## config.mk

```make
export PLATFORM = sky130hd
export DESIGN_NAME = spectral_note_onset_detector
export DESIGN_NICKNAME = d
export VERILOG_FILES = /design/src/rtl/snod_pkg.sv /design/src/rtl/spectral_note_onset_detector.sv /design/src/rtl/snod_frame_stats.sv /design/src/rtl/snod_note_ctrl.sv
export SDC_FILE = /design/constraint.sdc
export NUM_CORES = 1
export LEC_CHECK = 0
export BUFFER_PORTS_ARGS = -buffer_cell sky130_fd_sc_hd__buf_2
export CORE_ASPECT_RATIO = 1.4
export CORE_MARGIN = 4
export CORE_UTILIZATION = 25
export CTS_CLUSTER_SIZE = 25
export DETAILED_ROUTE_END_ITERATION = 16
export GPL_ROUTABILITY_DRIVEN = 0
export PLACE_DENSITY = 0.51
export RECOVER_POWER = 100
export SLEW_MARGIN = 15
export SYNTH_ARGS = -nofsm -noshare
export SYNTH_HDL_FRONTEND = slang
export SYNTH_SLANG_ARGS = --single-unit
```

## constraint.sdc

```tcl
create_clock -name clock -period 6.3 [get_ports clock]
set_clock_uncertainty 0.1 [all_clocks]
set_input_delay 0.945 -clock clock [delete_from_list [all_inputs] [get_ports clock]]
set_output_delay 0.945 -clock clock [all_outputs]
set_load 0.01 [all_outputs]
```

## src/rtl/snod_pkg.sv

```systemverilog
// Shared widths, constants, register codes and interface structs of the onset detector.
`default_nettype none
package snod_pkg;

   localparam int DB_W    = 19;
   localparam int COUNT_W = 8;
   localparam int BIN_W   = 7;
   localparam int FRAME_W = 16;
   localparam int CSR_IDX_W  = 2;
   localparam int CSR_DATA_W = 19;

   localparam int DEF_MAX_BINS   = 128;
   localparam int DEF_MAX_FRAMES = 65536;

   // -1000 dB with 8 fraction bits
   localparam logic signed [DB_W-1:0] PEAK_FLOOR = -19'sd256000;

   localparam logic signed [DB_W-1:0] THRESHOLD_RESET = -19'sd10240;
   localparam logic [COUNT_W-1:0]     OPEN_RESET      = 8'd4;
   localparam logic [COUNT_W-1:0]     CLOSE_RESET     = 8'd2;
   localparam logic [COUNT_W-1:0]     COUNT_MAX       = 8'd255;

   localparam logic [CSR_IDX_W-1:0] CSR_THRESHOLD = 2'd0;
   localparam logic [CSR_IDX_W-1:0] CSR_OPEN      = 2'd1;
   localparam logic [CSR_IDX_W-1:0] CSR_CLOSE     = 2'd2;

   localparam logic FUNC_SAMPLE = 1'b0;
   localparam logic FUNC_END    = 1'b1;

   // Frame summary handed from the bin statistics to the note controller
   typedef struct packed {
      logic               frame_end;
      logic [COUNT_W-1:0] loud_count;
      logic [BIN_W-1:0]   peak_bin;
   } frame_sum_type;

   typedef struct packed {
      logic [BIN_W-1:0]   note_bin;
      logic [FRAME_W-1:0] start_frame;
      logic               is_end;
   } result_type;

endpackage
`default_nettype wire

```

## src/rtl/spectral_note_onset_detector.sv

```systemverilog
// Top level of the spectral note onset detector: config registers, stats, notes, output stage.
//
// Usage:
//   Request channel (req_*): one spectrogram bin per request. req_func selects a bin
//   sample or the end of stream; req_last_bin marks the final bin of a frame. A request
//   is taken at a clock edge with req_valid high and req_stall low.
//   Response channel (rsp_*): a note result (rsp_is_end low) when an open note closes
//   at a frame end, or the terminator (rsp_is_end high) carrying the frame count on
//   end of stream. Taken at an edge with rsp_valid high and rsp_stall low.
//   Config channel (csr_*): index 0 volume threshold, 1 open count, 2 close count.
//   csr_ready is always high; write only while the block is idle.
//   Response path: the response a request causes is registered in the response register,
//   or in the skid entry while that register waits. Throughput: one request per cycle
//   while req_stall is low; all per-bin work is combinational before the response register.
//   Stall: a two-entry output stage (response register plus skid) lets one more
//   request in while a response waits; req_stall rises only when the skid is full.
//   Reset: synchronous, active high; clears statistics, note state, frame count and
//   the output stage, and loads the register reset values.
`default_nettype none
module spectral_note_onset_detector #(
   parameter int MAX_BINS   = snod_pkg::DEF_MAX_BINS,
   parameter int MAX_FRAMES = snod_pkg::DEF_MAX_FRAMES
) (
   input  wire                                   clock,
   input  wire                                   reset,
   // request channel
   input  wire                                   req_valid,
   output logic                                  req_stall,
   input  wire                                   req_func,
   input  wire  signed [snod_pkg::DB_W-1:0]      req_db_value,
   input  wire                                   req_last_bin,
   // response channel
   output logic                                  rsp_valid,
   input  wire                                   rsp_stall,
   output logic [snod_pkg::BIN_W-1:0]            rsp_note_bin,
   output logic [snod_pkg::FRAME_W-1:0]          rsp_start_frame,
   output logic                                  rsp_is_end,
   // configuration channel
   input  wire                                   csr_valid,
   output logic                                  csr_ready,
   input  wire  [snod_pkg::CSR_IDX_W-1:0]        csr_index,
   input  wire  [snod_pkg::CSR_DATA_W-1:0]       csr_data
);

   logic signed [snod_pkg::DB_W-1:0] thr_ff, thr_in;
   logic [snod_pkg::COUNT_W-1:0]     open_ff, open_in;
   logic [snod_pkg::COUNT_W-1:0]     close_ff, close_in;

   logic                    accept;
   logic                    end_accept;
   snod_pkg::frame_sum_type summary;
   logic                    res_valid;
   snod_pkg::result_type    result;

   logic                    out_valid_ff, out_valid_in;
   snod_pkg::result_type    out_ff, out_in;
   logic                    skid_valid_ff, skid_valid_in;
   snod_pkg::result_type    skid_ff, skid_in;
   logic                    out_take;

   assign csr_ready  = 1'b1;
   assign req_stall  = skid_valid_ff;
   assign accept     = req_valid && !skid_valid_ff;
   assign end_accept = accept && (req_func == snod_pkg::FUNC_END);

   // Configuration writes
   always_comb begin
      thr_in   = thr_ff;
      open_in  = open_ff;
      close_in = close_ff;
      if (csr_valid && csr_ready) begin
         case (csr_index)
            snod_pkg::CSR_THRESHOLD: thr_in   = csr_data[snod_pkg::DB_W-1:0];
            snod_pkg::CSR_OPEN:      open_in  = csr_data[snod_pkg::COUNT_W-1:0];
            snod_pkg::CSR_CLOSE:     close_in = csr_data[snod_pkg::COUNT_W-1:0];
            default: begin
               // unused index: drop the write
            end
         endcase
      end
   end

   always_ff @(posedge clock) begin
      if (reset) begin
         thr_ff   <= snod_pkg::THRESHOLD_RESET;
         open_ff  <= snod_pkg::OPEN_RESET;
         close_ff <= snod_pkg::CLOSE_RESET;
      end else begin
         thr_ff   <= thr_in;
         open_ff  <= open_in;
         close_ff <= close_in;
      end
   end

   snod_frame_stats #(
      .MAX_BINS (MAX_BINS)
   ) u_stats (
      .clock     (clock),
      .reset     (reset),
      .accept    (accept),
      .func      (req_func),
      .db_value  (req_db_value),
      .last_bin  (req_last_bin),
      .threshold (thr_ff),
      .summary   (summary)
   );

   snod_note_ctrl #(
      .MAX_FRAMES (MAX_FRAMES)
   ) u_notes (
      .clock       (clock),
      .reset       (reset),
      .end_accept  (end_accept),
      .summary     (summary),
      .open_count  (open_ff),
      .close_count (close_ff),
      .res_valid   (res_valid),
      .result      (result)
   );

   // Output stage: response register backed by one skid entry
   assign out_take = out_valid_ff && !rsp_stall;

   always_comb begin
      out_valid_in  = out_valid_ff;
      out_in        = out_ff;
      skid_valid_in = skid_valid_ff;
      skid_in       = skid_ff;
      if (skid_valid_ff) begin
         // no request enters while the skid holds; advance it when the response leaves
         if (out_take) begin
            out_valid_in  = 1'b1;
            out_in        = skid_ff;
            skid_valid_in = 1'b0;
         end
      end else if (!out_valid_ff || out_take) begin
         out_valid_in = res_valid;
         out_in       = result;
      end else if (res_valid) begin
         skid_valid_in = 1'b1;
         skid_in       = result;
      end
   end

   always_ff @(posedge clock) begin
      if (reset) begin
         out_valid_ff  <= 1'b0;
         skid_valid_ff <= 1'b0;
      end else begin
         out_valid_ff  <= out_valid_in;
         skid_valid_ff <= skid_valid_in;
      end
   end

   always_ff @(posedge clock) begin
      out_ff  <= out_in;
      skid_ff <= skid_in;
   end

   assign rsp_valid       = out_valid_ff;
   assign rsp_note_bin    = out_ff.note_bin;
   assign rsp_start_frame = out_ff.start_frame;
   assign rsp_is_end      = out_ff.is_end;

endmodule
`default_nettype wire

```

## src/rtl/snod_frame_stats.sv

```systemverilog
// Per-frame bin statistics: loud-bin count, running peak and bin index.
`default_nettype none
module snod_frame_stats #(
   parameter int MAX_BINS = snod_pkg::DEF_MAX_BINS
) (
   input  wire                                      clock,
   input  wire                                      reset,
   input  wire                                      accept,
   input  wire                                      func,
   input  wire  signed [snod_pkg::DB_W-1:0]         db_value,
   input  wire                                      last_bin,
   input  wire  signed [snod_pkg::DB_W-1:0]         threshold,
   output snod_pkg::frame_sum_type                  summary
);

   localparam int BIN_CAP_INT = (MAX_BINS - 1 > 127) ? 127 : (MAX_BINS - 1);
   localparam logic [snod_pkg::BIN_W-1:0] BIN_CAP = snod_pkg::BIN_W'(BIN_CAP_INT);

   logic [snod_pkg::BIN_W-1:0]          bin_ff, bin_in;
   logic [snod_pkg::COUNT_W-1:0]        loud_ff, loud_in, loud_nx;
   logic signed [snod_pkg::DB_W-1:0]    peak_ff, peak_in;
   logic [snod_pkg::BIN_W-1:0]          pbin_ff, pbin_in, pbin_nx;
   logic                                louder;

   always_comb begin
      louder  = db_value > peak_ff;
      loud_nx = loud_ff;
      if (db_value > threshold && loud_ff != snod_pkg::COUNT_MAX) begin
         loud_nx = loud_ff + 1'b1;
      end
      pbin_nx = louder ? bin_ff : pbin_ff;

      bin_in  = bin_ff;
      loud_in = loud_ff;
      peak_in = peak_ff;
      pbin_in = pbin_ff;
      if (accept) begin
         if (func == snod_pkg::FUNC_END) begin
            bin_in  = '0;
            loud_in = '0;
            peak_in = snod_pkg::PEAK_FLOOR;
            pbin_in = '0;
         end else if (last_bin) begin
            bin_in  = '0;
            loud_in = '0;
            peak_in = snod_pkg::PEAK_FLOOR;
            pbin_in = pbin_nx;
         end else begin
            bin_in  = (bin_ff < BIN_CAP) ? bin_ff + 1'b1 : bin_ff;
            loud_in = loud_nx;
            peak_in = louder ? db_value : peak_ff;
            pbin_in = pbin_nx;
         end
      end
      summary.frame_end  = accept && (func == snod_pkg::FUNC_SAMPLE) && last_bin;
      summary.loud_count = loud_nx;
      summary.peak_bin   = pbin_nx;
   end

   always_ff @(posedge clock) begin
      if (reset) begin
         bin_ff  <= '0;
         loud_ff <= '0;
         peak_ff <= snod_pkg::PEAK_FLOOR;
         pbin_ff <= '0;
      end else begin
         bin_ff  <= bin_in;
         loud_ff <= loud_in;
         peak_ff <= peak_in;
         pbin_ff <= pbin_in;
      end
   end

endmodule
`default_nettype wire

```

## src/rtl/snod_note_ctrl.sv

```systemverilog
// Note hysteresis, frame counter and result formation.
`default_nettype none
module snod_note_ctrl #(
   parameter int MAX_FRAMES = snod_pkg::DEF_MAX_FRAMES
) (
   input  wire                                  clock,
   input  wire                                  reset,
   input  wire                                  end_accept,
   input  snod_pkg::frame_sum_type              summary,
   input  wire  [snod_pkg::COUNT_W-1:0]         open_count,
   input  wire  [snod_pkg::COUNT_W-1:0]         close_count,
   output logic                                 res_valid,
   output snod_pkg::result_type                 result
);

   localparam int FRAME_CAP_INT = (MAX_FRAMES - 1 > 65535) ? 65535 : (MAX_FRAMES - 1);
   localparam logic [snod_pkg::FRAME_W-1:0] FRAME_CAP = snod_pkg::FRAME_W'(FRAME_CAP_INT);

   logic [snod_pkg::FRAME_W-1:0] frame_ff, frame_in;
   logic                         open_ff, open_in;
   logic [snod_pkg::FRAME_W-1:0] start_ff, start_in;

   always_comb begin
      frame_in  = frame_ff;
      open_in   = open_ff;
      start_in  = start_ff;
      res_valid = 1'b0;
      result.note_bin    = summary.peak_bin;
      result.start_frame = start_ff;
      result.is_end      = 1'b0;
      if (end_accept) begin
         // terminator carries the frame count, then drop all state
         res_valid          = 1'b1;
         result.note_bin    = '0;
         result.start_frame = frame_ff;
         result.is_end      = 1'b1;
         frame_in = '0;
         open_in  = 1'b0;
         start_in = '0;
      end else if (summary.frame_end) begin
         if (!open_ff) begin
            if (summary.loud_count >= open_count) begin
               open_in  = 1'b1;
               start_in = frame_ff;
            end
         end else if (summary.loud_count < close_count) begin
            res_valid = 1'b1;
            open_in   = 1'b0;
         end
         if (frame_ff < FRAME_CAP) begin
            frame_in = frame_ff + 1'b1;
         end
      end
   end

   always_ff @(posedge clock) begin
      if (reset) begin
         frame_ff <= '0;
         open_ff  <= 1'b0;
         start_ff <= '0;
      end else begin
         frame_ff <= frame_in;
         open_ff  <= open_in;
         start_ff <= start_in;
      end
   end

endmodule
`default_nettype wire
```

After elaboration in Yosys (flattened, before gate mapping)
Cells that the tools add are included.
{"block": "classes", "addsub": 3, "n_lt_le_gt_ge": 6, "eq_ne": 4, "muxes": 29, "bitwise_logic": 4, "reduce_logical": 24}
{"operator": "2-to-1 mux 24 bit", "count": 4}
{"operator": "2-to-1 mux 19 bit", "count": 3}
{"operator": "greater-than comparator 19 bit", "count": 2}
{"operator": "2-to-1 mux 7 bit", "count": 5}
{"operator": "2-to-1 mux 8 bit", "count": 3}
{"operator": "adder 16 x 1 -> 16 bit (second input constant)", "count": 1}
{"operator": "< comparator 16 bit (second input constant)", "count": 1}
{"operator": "2-to-1 mux 1 bit", "count": 14}
{"operator": "AND reduction 2 bit", "count": 7}
{"operator": "adder 8 x 1 -> 8 bit (second input constant)", "count": 1}
{"operator": ">= comparator 8 bit", "count": 1}
{"operator": "< comparator 8 bit", "count": 1}
{"operator": "inequality test 8 bit (second input constant)", "count": 1}
{"operator": "adder 7 x 1 -> 7 bit (second input constant)", "count": 1}
{"operator": "< comparator 7 bit (second input constant)", "count": 1}
{"operator": "logical AND 1 bit", "count": 6}
{"operator": "AND reduction 3 bit", "count": 2}
{"operator": "nonzero test 3 bit", "count": 2}
{"operator": "NOT 1 bit", "count": 4}
{"operator": "logical NOT 1 bit", "count": 3}
{"operator": "== test 2 x 1 -> 1 bit (second input constant)", "count": 1}
{"operator": "== test 2 bit (second input constant)", "count": 1}
{"operator": "logical NOT 2 bit", "count": 1}
{"operator": "inequality test 2 x 1 -> 1 bit (second input constant)", "count": 1}
{"operator": "3 further kinds", "count": 3}
{"block": "word_totals", "reg_bits": 159, "in_bits": 47, "out_inout_bits": 27, "elab_cells": 88}

Depth between registers and ports, before layout
{"block": "depth", "ltp_word": 11, "depth_mapped": 19, "depth_no_buf": 17}

Hierarchy
A second synthesis with hierarchy kept.
{"block": "unflattened", "cells_unflattened": 798, "area_unflattened_um2": 8293.0}
{"module": "spectral_note_onset_detector", "instances": 1, "cells_each": 231, "area_each_um2": 3303.2, "seq_area_each_um2": 2182.1}
{"module": "snod_frame_stats", "instances": 1, "cells_each": 338, "area_each_um2": 2890.3, "seq_area_each_um2": 820.8}
{"module": "snod_note_ctrl", "instances": 1, "cells_each": 229, "area_each_um2": 2099.5, "seq_area_each_um2": 660.6}

Worst setup path before layout
OpenSTA, ideal clock, no wires.
{"block": "synth_timing", "path_type": "input-to-reg", "startpoint": "input port req_db_value[18] (netlist name)", "endpoint": "register skid_ff[0] (netlist name), enable pin", "setup_ns": 0.413, "t_arrival_ns": 5.518, "required_ns": 5.787, "setup_slack_ns": 0.269, "cell_stages": 17, "n_path_buf": 2, "cell_sequence": "ha_1 > buf_6 > nand4_4 > nor4_4 > o21a_4 > nor4b_4 > mux2i_2 > buf_6 > mux2_2 > ha_1 > a21o_1 > a21o_1 > a21oi_1 > nor2_1 > a2111oi_0 > o211ai_1 > a21oi_1"}
{"block": "synth_via", "elab_chain_len": 9}
{"item": "from (decl)", "line_no": "spectral_note_onset_detector.sv:30", "text": "input wire signed [snod_pkg::DB_W-1:0] req_db_value,"}
{"item": "greater-than comparator 19 bit", "line_no": "snod_frame_stats.sv:28", "text": "if (db_value > threshold && loud_ff != snod_pkg::COUNT_MAX) begin"}
{"item": "logical AND 1 bit", "line_no": "snod_frame_stats.sv:28"}
{"item": "2-to-1 mux 8 bit", "line_no": "snod_frame_stats.sv:28"}
{"item": "< comparator 8 bit", "line_no": "snod_note_ctrl.sv:46", "text": "end else if (summary.loud_count < close_count) begin"}
{"item": "2-to-1 mux 1 bit", "line_no": "snod_note_ctrl.sv:46"}
{"item": "2-to-1 mux 1 bit", "line_no": "snod_note_ctrl.sv:41", "text": "if (!open_ff) begin"}
{"item": "2-to-1 mux 1 bit", "line_no": "snod_note_ctrl.sv:40", "text": "end else if (summary.frame_end) begin"}
{"item": "2-to-1 mux 1 bit", "line_no": "snod_note_ctrl.sv:31", "text": "if (end_accept) begin"}
{"item": "AND reduction 3 bit (no source line)"}
{"item": "to (signal assigned)", "line_no": "spectral_note_onset_detector.sv:157", "text": "skid_ff <= skid_in;"}
{"item": "to (decl)", "line_no": "spectral_note_onset_detector.sv:58", "text": "snod_pkg::result_type skid_ff, skid_in;"}
No other way between the ends.
A chain may end at the register's enable or synchronous reset.

Final worst setup path
{"block": "layout_timing", "startpoint": "input port req_db_value[18] (netlist name)", "endpoint": "register skid_ff[19] (netlist name), enable pin"}
The elaborated chain is that of the path after synthesis.

==> impl_metrics.env <==
export IMPL_status="finished, violations left"
export IMPL_violations="max-capacitance violations, max-slew violations"
export IMPL_wl_per_cell_um=14.88
export IMPL_swShare_pct=25.84
export IMPL_slew_viol_final=144
export IMPL_yosysSeqAreaShare_pct=46.08
export IMPL_cp_max_fo=24
export IMPL_synth_area_mm2=0.007950
export IMPL_postCtsSetupRepairBufs=0
export IMPL_syn_inst=826
export IMPL_synth_edf_count=48
export IMPL_dp_cells=1267
export IMPL_hp_class="flop to flop"
export IMPL_drt_wl_total_um=19330
export IMPL_clockBufferDepth=2
export IMPL_fin_area_mm2=0.009245
export IMPL_synthArstFlopShare_pct=0
export IMPL_grt_max_degree=48
export IMPL_cpMaxStageDelayCell="nor4_1"
export IMPL_synth_top_area_share_pct=27.95
export IMPL_antenna_found_initial=2
export IMPL_finalPower_mw=2.351
export IMPL_syn_area_per_cell_um2=9.625
export IMPL_grt_pass1_wl_um=31280
export IMPL_drive_above_1_share_pct=12.39
export IMPL_worst_pin_slew_ns=2.759
export IMPL_synth_ff_type="dfxtp_1"
export IMPL_maxCapViolations=4
export IMPL_start_util_pct=25.24
export IMPL_final_nets=994
export IMPL_synth_area_leader_cell="dfxtp_1"
export IMPL_rsz0062_at_grt="no"
export IMPL_worst_ep_arrival_time_ns=5.37
export IMPL_slowest_delay_ns=0.68
export IMPL_instances_no_fill=1299
export IMPL_pwr_share_comb_pct=7.6
export IMPL_route_antenna_remaining_nets=0
export IMPL_grt_pass1_vias=5970
export IMPL_first_pass_iters=5
export IMPL_area_delta_synth_final_pct=16.29
export IMPL_met3WireLength_um=648
export IMPL_yosys_top_cells_area="dfxtp_1, edfxtp_1, ha_1, nand2_1, mux2i_1"
export IMPL_internal_power_mw=1.743
export IMPL_totalNegativeSetupSlack_ns=0
export IMPL_cellPowerDensity_mw_per_mm2=254.3
export IMPL_p_clk_share_pct=46.3
export IMPL_dp_hpwl_um=13990
export IMPL_route_detailed_drc=0
export IMPL_fp_dieW_um=158.7
export IMPL_crit_path_end_kind="flop"
export IMPL_synth_warnings=0
export IMPL_gr_total_overflow=0
export IMPL_clock_latency_ns=0.43
export IMPL_p_switching_mw=0.6074
export IMPL_die_h_um=219
export IMPL_die_area_mm2=0.03476
export IMPL_numCtsBuffers=17
export IMPL_leakage_nw=3.600
export IMPL_core_area_mm2=0.03150
export IMPL_vias=5971
export IMPL_root_buffer="clkbuf_16"
export IMPL_numPortBuffers=72
export IMPL_viasPerCell=4.597
export IMPL_worst_endpoint_required_ns=6.29
export IMPL_fin_crit_sh_pct=85.43
export IMPL_drtIter0Drc=315
export IMPL_path_clk_slew_ns=0.07
export IMPL_cts_htree_levels=4
export IMPL_min_period_ns=5.382
export IMPL_cts_tree="done"
export IMPL_synth_seq_cells=159
export IMPL_worstPathCellList="clkbuf_1 -> ha_1 -> nand4_4 -> nor4_1 -> o21a_4 -> nor4b_1 -> mux2i_2 -> buf_4 -> nor2_1 -> xnor2_1 -> ha_1 -> a21o_1 -> a21o_1 -> a21oi_1 -> nor2_1 -> a2111oi_0 -> clkbuf_1 -> o211ai_1 -> a21oi_2 -> buf_4"
export IMPL_dr_wl_met2_um=9970
export IMPL_crit_type="input pin to flop"
export IMPL_vdd_drop_max_uv=160.7
export IMPL_track_usage_pct=11.17
export IMPL_path_delay_family="compound AO/OA/AOI/OAI gates"
export IMPL_met1_length_um=8385
export IMPL_hold_viol=0
export IMPL_cts_resized_gates=0
export IMPL_synth_most_common_cell="nand2_1"
export IMPL_synth_nets=929
export IMPL_hold_buffers=0
export IMPL_start_kind="input pin"
export IMPL_sequentialPowerShare_pct=46.1
export IMPL_ys_types=66
export IMPL_setup_violations=0
export IMPL_synth_commonest_cells="nand2_1, dfxtp_1, nor2_1"
export IMPL_path_buf_inv=4
export IMPL_cts_sinks=159
export IMPL_core_rowCount=77
export IMPL_num_io_pins=74
export IMPL_fmax_mhz=185.8
export IMPL_antennaDiodeCount=0
export IMPL_top_layer="met5"
export IMPL_relSlewSlack_pct=-89.20
export IMPL_dpl_instance_area_mm2=0.008726
==> cell type report <==
| class | instances | area, um2 |
|---|---|---|
| well taps | 395 | 494.2 |
| multi-input cells | 565 | 3839 |
| inverters | 67 | 251.5 |
| clock inverters | 14 | 193.9 |
| repair buffers | 81 | 374.1 |
| flip-flops and latches | 159 | 3664 |
| fillers | 3339 | 22260 |
| clock buffers | 18 | 429.2 |
==> cell families after synthesis <==
logic type,Yosys count,synth area share (%)
xor+xnor,27,2.975
buf+inv,102,5.272
fa+ha+maj,56,8.813
compound gates,128,11.77
other cells,1,0.04717
mux,60,7.869
simple gates,293,17.17
flops,159,46.08
==> per-stage QoR <==
step                worst slack, ns  hold WS, ns  utilization [%]
finish                       0.9176       0.3546            29.35
CTS                           1.243       0.3578            29.68
global placement             0.8580       0.3438            27.70
floorplan                    0.2692       0.3363                -
detailed placement           0.8415       0.3472            27.70
global route                 0.4447       0.3821            29.35
==> worst min-delay path, cell delays in order, from the launching register on <==
cell and delay, ns:
dfxtp_1 0.31, nand2_1 0.05, a21oi_1 0.05
==> final timing paths <==
path | from | end | slack (ns) | cells past startpoint
worst max register to register | thr_ff[18] | skid_ff[19] | 1.20 | 20
worst max-delay path | req_db_value[18] | skid_ff[19] | 0.92 | 20
worst min register to register | thr_ff[4] | thr_ff[4] | 0.35 | 2
worst min-delay path | thr_ff[4] | thr_ff[4] | 0.35 | 2
==> power groups by stage <==
stage / Sequential, mW / Combinational [mW] / Clock [mW]
floorplan: 1.11 / 0.116 / 0
global placement: 1.11 / 0.187 / 0
detailed placement: 1.11 / 0.188 / 0
CTS: 1.08 / 0.189 / 1.12
global route: 1.09 / 0.201 / 1.17
finish: 1.08 / 0.178 / 1.09
==> sequential cells by signal (all words and copies together) (netlist names), 7 cells and up <==
| signal | flops |
|---|---|
| skid_ff | 24 |
| thr_ff | 19 |
| u_stats.pbin_ff | 7 |
| open_ff | 8 |
| u_stats.loud_ff | 8 |
| u_stats.peak_ff | 19 |
| close_ff | 8 |
| rsp_note_bin | 7 |
| u_stats.bin_ff | 7 |
| u_notes.start_ff | 16 |
| rsp_start_frame | 16 |
| u_notes.frame_ff | 16 |
==> layer usage <==
layer	up-vias	GRT usage, %
li1	3040	-
met1	2802	13.08
met2	103	20.57
met3	22	2.499
met4	4	3.039
met5	-	0
==> placed cells by master, fill, tap and decap left out, types with 3 or more instances in the layout <==
| master | instances |
|---|---|
| nand2_1 | 122 |
| dfxtp_1 | 111 |
| nor2_1 | 83 |
| inv_1 | 67 |
| ha_1 | 56 |
| edfxtp_1 | 48 |
| mux2i_1 | 42 |
| buf_2 | 41 |
| clkbuf_1 | 36 |
| a21oi_1 | 33 |
| a32o_1 | 23 |
| nand3_1 | 22 |
| o21ai_0 | 22 |
| xor2_1 | 18 |
| mux2_2 | 17 |
| clkbuf_16 | 17 |
| nand4_1 | 12 |
| o211ai_1 | 11 |
| nor3_1 | 10 |
| xnor2_1 | 9 |
| nor4_1 | 7 |
| a21o_1 | 6 |
| inv_6 | 6 |
| nand2b_1 | 5 |
| a31oi_1 | 5 |
| buf_4 | 5 |
| nor2b_1 | 4 |
| or3_1 | 4 |
| or2_2 | 4 |
| or4_1 | 4 |
| clkinv_8 | 4 |
| o21a_1 | 3 |
| a32oi_1 | 3 |
Power figures use the tool's default switching activity.
